<file path="config.mk">
export PLATFORM = sky130hd
export DESIGN_NAME = glob_wildcard_matcher
export DESIGN_NICKNAME = d
export VERILOG_FILES = /design/src/rtl/gwm_pkg.sv /design/src/rtl/gwm_head.sv /design/src/rtl/gwm_cell.sv /design/src/rtl/gwm_tail.sv /design/src/rtl/glob_wildcard_matcher.sv
export SDC_FILE = /design/constraint.sdc
export NUM_CORES = 2
export LEC_CHECK = 0
export BUFFER_PORTS_ARGS = -buffer_cell sky130_fd_sc_hd__buf_4
export CAP_MARGIN = 40
export CORE_MARGIN = 5
export CORE_UTILIZATION = 40
export CTS_BUF_LIST = sky130_fd_sc_hd__clkbuf_8
export DETAILED_ROUTE_END_ITERATION = 7
export GPL_ROUTABILITY_DRIVEN = 0
export RECOVER_POWER = 25
export REMOVE_ABC_BUFFERS = 1
export SYNTH_ARGS = -nofsm -noshare
export SYNTH_HDL_FRONTEND = slang
export SYNTH_SLANG_ARGS = --single-unit
</file>
<file path="constraint.sdc">
create_clock -name clk -period 21 [get_ports clk]
set_input_delay 2.1 -clock clk [delete_from_list [all_inputs] [get_ports clk]]
set_output_delay 2.1 -clock clk [all_outputs]
set_load 0.05 [all_outputs]
</file>
<file path="src/rtl/gwm_pkg.sv">
// Shared types and constants for the glob wildcard matcher.
// No dependencies; imported by every module of the matcher.
package gwm_pkg;

  // Input function codes
  localparam logic [1:0] FUNC_PAT_CHR  = 2'd0;
  localparam logic [1:0] FUNC_PAT_END  = 2'd1;
  localparam logic [1:0] FUNC_SUBJ_CHR = 2'd2;
  localparam logic [1:0] FUNC_SUBJ_END = 2'd3;

  // Wildcard character codes
  localparam int unsigned SYM_STAR = 42;
  localparam int unsigned SYM_ANY  = 63;

  // Item kinds as they travel down the cell chain
  typedef enum logic [2:0] {
    K_PAT_NEW,     // clear the pattern, then store the character
    K_PAT_WR,      // append the character
    K_REARM,       // set position zero and close over stars
    K_SUBJ_CHR,    // advance the active positions by one character
    K_END_ARMED,   // report the end position, then rearm
    K_END_OPEN     // report no match, touch nothing
  } gwm_kind_t;

  // Control part of an item in flight between cells
  typedef struct packed {
    logic      vld;
    gwm_kind_t kind;
    logic      carry;  // next-state bit handed to the following position
    logic      done;   // character placed, or end position found
    logic      hit;    // active bit of the end position
    logic      ovf;    // overflow flag seen at entry
  } gwm_tok_t;

endpackage

</file>
<file path="src/rtl/gwm_head.sv">
// Entry stage: classifies each accepted item and tracks pattern length,
// closed and overflow status. Depends on gwm_pkg.
module gwm_head #(
  parameter int PATTERN_MAX = 64,
  parameter int CW          = 16
) (
  input  logic                clk,
  input  logic                rst_n,
  input  logic                acc,
  input  logic [1:0]          func,
  input  logic [15:0]         char_code,
  output gwm_pkg::gwm_tok_t   tok,
  output logic [CW-1:0]       chr
);
  import gwm_pkg::*;

  localparam int LW = $clog2(PATTERN_MAX + 1);

  logic [LW-1:0] len_r, len_nxt;
  logic          closed_r, closed_nxt;
  logic          ovf_r, ovf_nxt;

  assign chr = char_code[CW-1:0];

  always_comb begin
    len_nxt    = len_r;
    closed_nxt = closed_r;
    ovf_nxt    = ovf_r;
    tok        = '0;
    tok.kind   = K_END_OPEN;
    tok.ovf    = ovf_r;
    unique case (func)
      FUNC_PAT_CHR: begin
        if (closed_r) begin
          tok.vld    = acc;
          tok.kind   = K_PAT_NEW;
          closed_nxt = 1'b0;
          ovf_nxt    = 1'b0;
          len_nxt    = LW'(1);
        end else if (len_r < LW'(PATTERN_MAX)) begin
          tok.vld  = acc;
          tok.kind = K_PAT_WR;
          len_nxt  = len_r + LW'(1);
        end else begin
          ovf_nxt = 1'b1;  // drop the character
        end
      end
      FUNC_PAT_END: begin
        tok.vld    = acc;
        tok.kind   = K_REARM;
        tok.carry  = 1'b1;
        closed_nxt = 1'b1;
      end
      FUNC_SUBJ_CHR: begin
        tok.vld  = acc & closed_r;
        tok.kind = K_SUBJ_CHR;
      end
      FUNC_SUBJ_END: begin
        tok.vld   = acc;
        tok.kind  = closed_r ? K_END_ARMED : K_END_OPEN;
        tok.carry = closed_r;
      end
      default: begin
        tok.vld = 1'b0;
      end
    endcase
  end

  always_ff @(posedge clk) begin
    if (!rst_n) begin
      len_r    <= '0;
      closed_r <= 1'b0;
      ovf_r    <= 1'b0;
    end else if (acc) begin
      len_r    <= len_nxt;
      closed_r <= closed_nxt;
      ovf_r    <= ovf_nxt;
    end
  end

endmodule

</file>
<file path="src/rtl/gwm_cell.sv">
// One pattern position: holds its character and active bit and passes
// the item on to the next position through a register held by the advance enable. Depends on gwm_pkg.
module gwm_cell #(
  parameter int CW = 16
) (
  input  logic              clk,
  input  logic              rst_n,
  input  logic              adv,
  input  gwm_pkg::gwm_tok_t tok_in,
  input  logic [CW-1:0]     chr_in,
  output gwm_pkg::gwm_tok_t tok_r,
  output logic [CW-1:0]     chr_r
);
  import gwm_pkg::*;

  logic [CW-1:0] pat_r, pat_nxt;
  logic          used_r, used_nxt;
  logic          act_r, act_nxt;
  gwm_tok_t      tok_nxt;
  logic          used_eff, is_star, is_step, nxt_bit;

  assign used_eff = (tok_in.kind == K_PAT_NEW) ? 1'b0 : used_r;
  assign is_star  = (pat_r == CW'(SYM_STAR));
  assign is_step  = (pat_r == CW'(SYM_ANY)) || (pat_r == chr_in);

  always_comb begin
    pat_nxt  = pat_r;
    used_nxt = used_r;
    act_nxt  = act_r;
    tok_nxt  = tok_in;
    nxt_bit  = 1'b0;
    unique case (tok_in.kind)
      K_PAT_NEW, K_PAT_WR: begin
        used_nxt = used_eff;
        if (tok_in.kind == K_PAT_NEW) act_nxt = 1'b0;
        if (!used_eff && !tok_in.done) begin
          pat_nxt      = chr_in;
          used_nxt     = 1'b1;
          tok_nxt.done = 1'b1;
        end
      end
      K_REARM, K_END_ARMED: begin
        // report first unused position on a subject end, then rearm
        if (tok_in.kind == K_END_ARMED && !used_r && !tok_in.done) begin
          tok_nxt.hit  = act_r;
          tok_nxt.done = 1'b1;
        end
        nxt_bit       = tok_in.carry;
        act_nxt       = nxt_bit;
        tok_nxt.carry = used_r & is_star & nxt_bit;
      end
      K_SUBJ_CHR: begin
        nxt_bit       = tok_in.carry | (act_r & used_r & is_star);
        act_nxt       = nxt_bit;
        tok_nxt.carry = used_r & ((act_r & !is_star & is_step) | (nxt_bit & is_star));
      end
      K_END_OPEN: begin
        tok_nxt = tok_in;
      end
      default: begin
        tok_nxt = tok_in;
      end
    endcase
  end

  always_ff @(posedge clk) begin
    if (!rst_n) begin
      used_r <= 1'b0;
      act_r  <= 1'b0;
      tok_r  <= '0;
    end else if (adv) begin
      tok_r <= tok_nxt;
      if (tok_in.vld) begin
        used_r <= used_nxt;
        act_r  <= act_nxt;
      end
    end
  end

  always_ff @(posedge clk) begin
    if (adv) begin
      chr_r <= chr_in;
      if (tok_in.vld) pat_r <= pat_nxt;
    end
  end

endmodule

</file>
<file path="src/rtl/gwm_tail.sv">
// Last position of the chain and the result register with its handshake.
// Drives the chain advance enable. Depends on gwm_pkg.
module gwm_tail (
  input  logic              clk,
  input  logic              rst_n,
  input  gwm_pkg::gwm_tok_t tok_in,
  input  logic              out_ready,
  output logic              adv,
  output logic              out_valid,
  output logic              out_matched,
  output logic              out_pattern_overflow
);
  import gwm_pkg::*;

  logic act_r;
  logic is_res;
  logic out_valid_r;
  logic matched_r, ovf_r;
  logic hit;

  assign is_res = tok_in.vld &&
                  (tok_in.kind == K_END_ARMED || tok_in.kind == K_END_OPEN);
  // hold the chain only when a result has nowhere to go
  assign adv    = !(is_res && out_valid_r && !out_ready);
  assign hit    = tok_in.done ? tok_in.hit : act_r;

  assign out_valid            = out_valid_r;
  assign out_matched          = matched_r;
  assign out_pattern_overflow = ovf_r;

  always_ff @(posedge clk) begin
    if (!rst_n) begin
      act_r       <= 1'b0;
      out_valid_r <= 1'b0;
    end else begin
      if (adv && is_res) begin
        out_valid_r <= 1'b1;
      end else if (out_ready) begin
        out_valid_r <= 1'b0;
      end
      if (adv && tok_in.vld) begin
        unique case (tok_in.kind)
          K_PAT_NEW:                         act_r <= 1'b0;
          K_REARM, K_SUBJ_CHR, K_END_ARMED:  act_r <= tok_in.carry;
          K_PAT_WR, K_END_OPEN:              act_r <= act_r;
          default:                           act_r <= act_r;
        endcase
      end
    end
  end

  always_ff @(posedge clk) begin
    if (adv && is_res) begin
      matched_r <= (tok_in.kind == K_END_ARMED) && hit && !tok_in.ovf;
      ovf_r     <= tok_in.ovf;
    end
  end

endmodule

</file>
<file path="src/rtl/glob_wildcard_matcher.sv">
// Top level of the glob wildcard matcher: entry stage, chain of position
// cells and tail stage. Depends on gwm_pkg, gwm_head, gwm_cell, gwm_tail.
//
//   channel | ports                                      | direction
//   --------+--------------------------------------------+----------
//   input   | in_valid, in_ready, in_func, in_char_code  | in
//   result  | out_valid, out_ready, out_matched,         | out
//           | out_pattern_overflow                       |
//
// One item enters per cycle while the chain is not stalled. Each item walks
// the chain one position per cycle, through the register of each cell,
// and the tail registers the result of a subject end.
// Reset clears lengths, flags, active bits and all in-flight items; the
// pattern characters themselves are not cleared.
// The whole chain and in_ready stall only when a subject end reaches the
// tail while the result register is full and out_ready is low.
//
// Each cell owns one pattern position. A subject character is compared in
// cell j and the resulting next-state bit for position j+1 is handed over
// with the item, together with star closure, so no signal spans more than
// two neighboring cells. The end position is found by the first unused
// cell the subject end item meets; position PATTERN_MAX lives in the tail.
module glob_wildcard_matcher #(
  parameter int PATTERN_MAX = 64,
  parameter int CHAR_BITS   = 16
) (
  input  logic        clk,
  input  logic        rst_n,
  input  logic        in_valid,
  output logic        in_ready,
  input  logic [1:0]  in_func,
  input  logic [15:0] in_char_code,
  output logic        out_valid,
  input  logic        out_ready,
  output logic        out_matched,
  output logic        out_pattern_overflow
);
  import gwm_pkg::*;

  // only the low CHAR_BITS of the 16-bit code take part
  localparam int CW = (CHAR_BITS < 16) ? CHAR_BITS : 16;

  gwm_tok_t      tok [PATTERN_MAX+1];
  logic [CW-1:0] chr [PATTERN_MAX+1];
  logic          adv;

  assign in_ready = adv;

  gwm_head #(
    .PATTERN_MAX (PATTERN_MAX),
    .CW          (CW)
  ) u_head (
    .clk       (clk),
    .rst_n     (rst_n),
    .acc       (in_valid & adv),
    .func      (in_func),
    .char_code (in_char_code),
    .tok       (tok[0]),
    .chr       (chr[0])
  );

  for (genvar j = 0; j < PATTERN_MAX; j++) begin : g_cell
    gwm_cell #(
      .CW (CW)
    ) u_cell (
      .clk    (clk),
      .rst_n  (rst_n),
      .adv    (adv),
      .tok_in (tok[j]),
      .chr_in (chr[j]),
      .tok_r  (tok[j+1]),
      .chr_r  (chr[j+1])
    );
  end

  gwm_tail u_tail (
    .clk                  (clk),
    .rst_n                (rst_n),
    .tok_in               (tok[PATTERN_MAX]),
    .out_ready            (out_ready),
    .adv                  (adv),
    .out_valid            (out_valid),
    .out_matched          (out_matched),
    .out_pattern_overflow (out_pattern_overflow)
  );

endmodule
</file>
==> flow_summary.toml <==
[timing]
worstMarginPinSlew_ns = 1.18
hold_viol = 0
slew_viol_final = 0
finClkSkew_ns = 0.0996
finalSetupViolCount = 0
grt_setup_unrepaired = "no"
tns_ns = 0
min_period_over_period_pct = 28.7
holdWs_ns = 0.390
max_slew_margin_pct = 21.2
clock.fmax_mhz = 166
fin_crit_ns = 6.02

[final_layout]
syn_to_final_growth_pct = 12.0
nets = 8133
drive_gt1_share_pct = 9.81
fillers = 23600

[synth]
syn_inst = 7836
ys_seq_elements = 2685
synth_area_leaders = "edfxtp_1 (58%), dfxtp_1 (12%), xnor2_1 (8.3%)"
synthArstFlopShare_pct = 0
synth_common_cells = "edfxtp_1 (2034), xnor2_1 (1009), nand2_1 (801)"
post-synth-top-count-cell = "edfxtp_1"
synth_top_area_share_pct = 57.7
synth_cell_type_count = 69
yosysTopAreaCell = "edfxtp_1"
synth_warnings = 0
syn_area_per_cell_um2 = 13.5
ys.flop_type = "edfxtp_1"
synth_edf_count = 2034
yosysSeqAreaShare_pct = 70.0
syn-cell-area_mm2 = 0.106

[drt]
drtPass1Iterations = 6
wl_met3_um = 9350
wl_um = 213000
drtIter0Drc = 4509
vias_per_cell = 5.23
vias = 62700
wl_met1_um = 97600
ant_nets = 0
dr.max_layer_used = "met4"
dr_wl_met2_um = 101000
drc = 0
wl_per_cell_um = 17.8

[global_route]
grt_pass1_wl_um = 344000
grt_max_degree = 212
grt_pass1_vias = 62500
antenna_found_initial = 4
grt_use_total_pct = 15.0
gr-total-overflow = 0

[floorplan]
die_area_mm2 = 0.275
die_w_um = 524
die_height_um = 524
row_count = 188
ios = 26
coreArea_mm2 = 0.263
initial_utilization_pct = 40.3

[clock_tree]
cts.clk_slew.worst_paths_ns = 0.06
clockBufferDepth = 4
cts_hold_buf = 0
post_cts_buffers = 0
worstSkewPairLatency_ns = 1.11
root_buffer = "clkbuf_8"
postCtsResizedCells = 0
h-tree-depth = 5
cts_inserted_buffers = 446
cts_tree = "built"
numClockSinks = 2685

[setup_path]
critPathLaunchType = "input pin"
end_kind = "flip-flop"
required_ns = 21.69
cp_max_fo = 191
path_class = "in -> reg"
worst-endpoint-arrival_ns = 6.71

[placed_design]
port_buffers = 25
hpwlAfterDp_um = 139000

[power_and_ir_drop]
p_per_area_mw_per_mm2 = 87.1
p_leak_uw = 0.0391
ir_drop_uv = 60.7

[flow_run]
maxCapViolations = 0

[run_status]
status = "completed"

[hold_path]
hold_class = "reg -> reg"
==> metrics by stage <==
| stage | worst slack [ns] | area (um^2) | instances | total power [uW] | util [%] |
|---|---|---|---|---|---|
| 2_1_floorplan | -13.24 | 105000 | 7525 | 6060 | - |
| 4_1_cts | 15.08 | 119000 | 12000 | 10500 | 45.1 |
| 3_3_place_gp | 14.04 | 110000 | 11200 | 6150 | 41.8 |
| 3_5_place_dp | 13.93 | 110000 | 11200 | 6150 | 41.9 |
| 6_report | 14.98 | 119000 | 12000 | 10300 | 45.1 |
| 5_1_grt | 14.72 | 119000 | 12000 | 10700 | 45.1 |
==> cell type report <==
type                            instances  area, um^2  area share (%)
Sequential cell                      2685       74100            62.5
Multi-Input combinational cell       4809       30300            25.6
Clock buffer                          491        6760            5.70
Tap cell                             3515        4400            3.71
Clock inverter                        319        1600            1.35
Timing Repair Buffer                  133        1190            1.00
Inverter                               31         131           0.111
Antenna cell                            6        15.0          0.0127
==> cells by family (layout without fill, tap and decap cells) <==
kind of cell	Yosys count	count (layout)	share of synthesized area, %
buffers and inverters	342	974	1.36
AOI/OAI and AO/OA	1181	1181	6.71
xor gates and xnor gates	1025	1025	8.48
adders and majority gates	69	69	0.664
DFF	2685	2685	70.0
muxes	62	62	0.587
other	0	6	0
and+or+nand+nor	2472	2472	12.2
==> critical path, cell delays in order <==
cell	delay, ns
buf_4	0.12
nand2b_1	0.10
buf_4	0.21
nor2_4	0.16
inv_8	0.39
buf_4	0.79
buf_4	0.70
buf_12	0.60
nand2_1	0.27
or4_1	0.49
a21oi_1	0.17
buf_4	0.26
==> per-layer routing <==
| layer | vias to the layer above | track usage (%) |
|---|---|---|
| li1 | 30200 | - |
| met1 | 30700 | 20.5 |
| met2 | 1409 | 24.3 |
| met3 | 463 | 2.63 |
| met4 | 0 | 4.95 |
| met5 | - | 0 |
==> flip-flops by register name, summed over array words and instances, names as in the netlist <==
signal,flops
u_head.len_r,7
g_cell.u_cell.pat_r,1024
u_head.closed_r,1
u_tail.out_matched,1
u_tail.act_r,1
u_head.ovf_r,1
u_tail.out_pattern_overflow,1
g_cell.u_cell.tok_r,512
g_cell.u_cell.act_r,64
g_cell.u_cell.used_r,64
g_cell.u_cell.chr_r,1008
u_tail.out_valid,1
==> where the power goes <==
part | switching (uW) | internal (uW)
registers | 109 | 5790
logic | 73.4 | 67.5
clock network | 2040 | 2240
total | 2230 | 8100
==> placed cells by master, fill, tap and decap left out, drive strengths merged, types with 145 or more instances in the layout <==
| cell type | n |
|---|---|
| nor2 | 389 |
| nand2 | 801 |
| inv | 188 |
| a21oi | 584 |
| clkbuf | 491 |
| nor3 | 227 |
| xnor2 | 1009 |
| edfxtp | 2034 |
| o21ai | 244 |
| dfxtp | 651 |
| nand4 | 353 |
| nor4 | 145 |
| clkinv | 146 |
==> worst paths after layout <==
| path | start | to | slack [ns] | cells after the start |
|---|---|---|---|---|
| setup / recovery | out_ready | g_cell[53].u_cell.pat_r[0] | 14.98 | 12 |
| hold / removal | g_cell[23].u_cell.tok_r[0] | g_cell[24].u_cell.tok_r[0] | 0.39 | 2 |
| setup reg to reg | u_tail.out_valid | g_cell[53].u_cell.pat_r[0] | 15.76 | 11 |
| hold reg to reg | g_cell[23].u_cell.tok_r[0] | g_cell[24].u_cell.tok_r[0] | 0.39 | 2 |
Note: power is estimated with default switching activity, not from simulation.
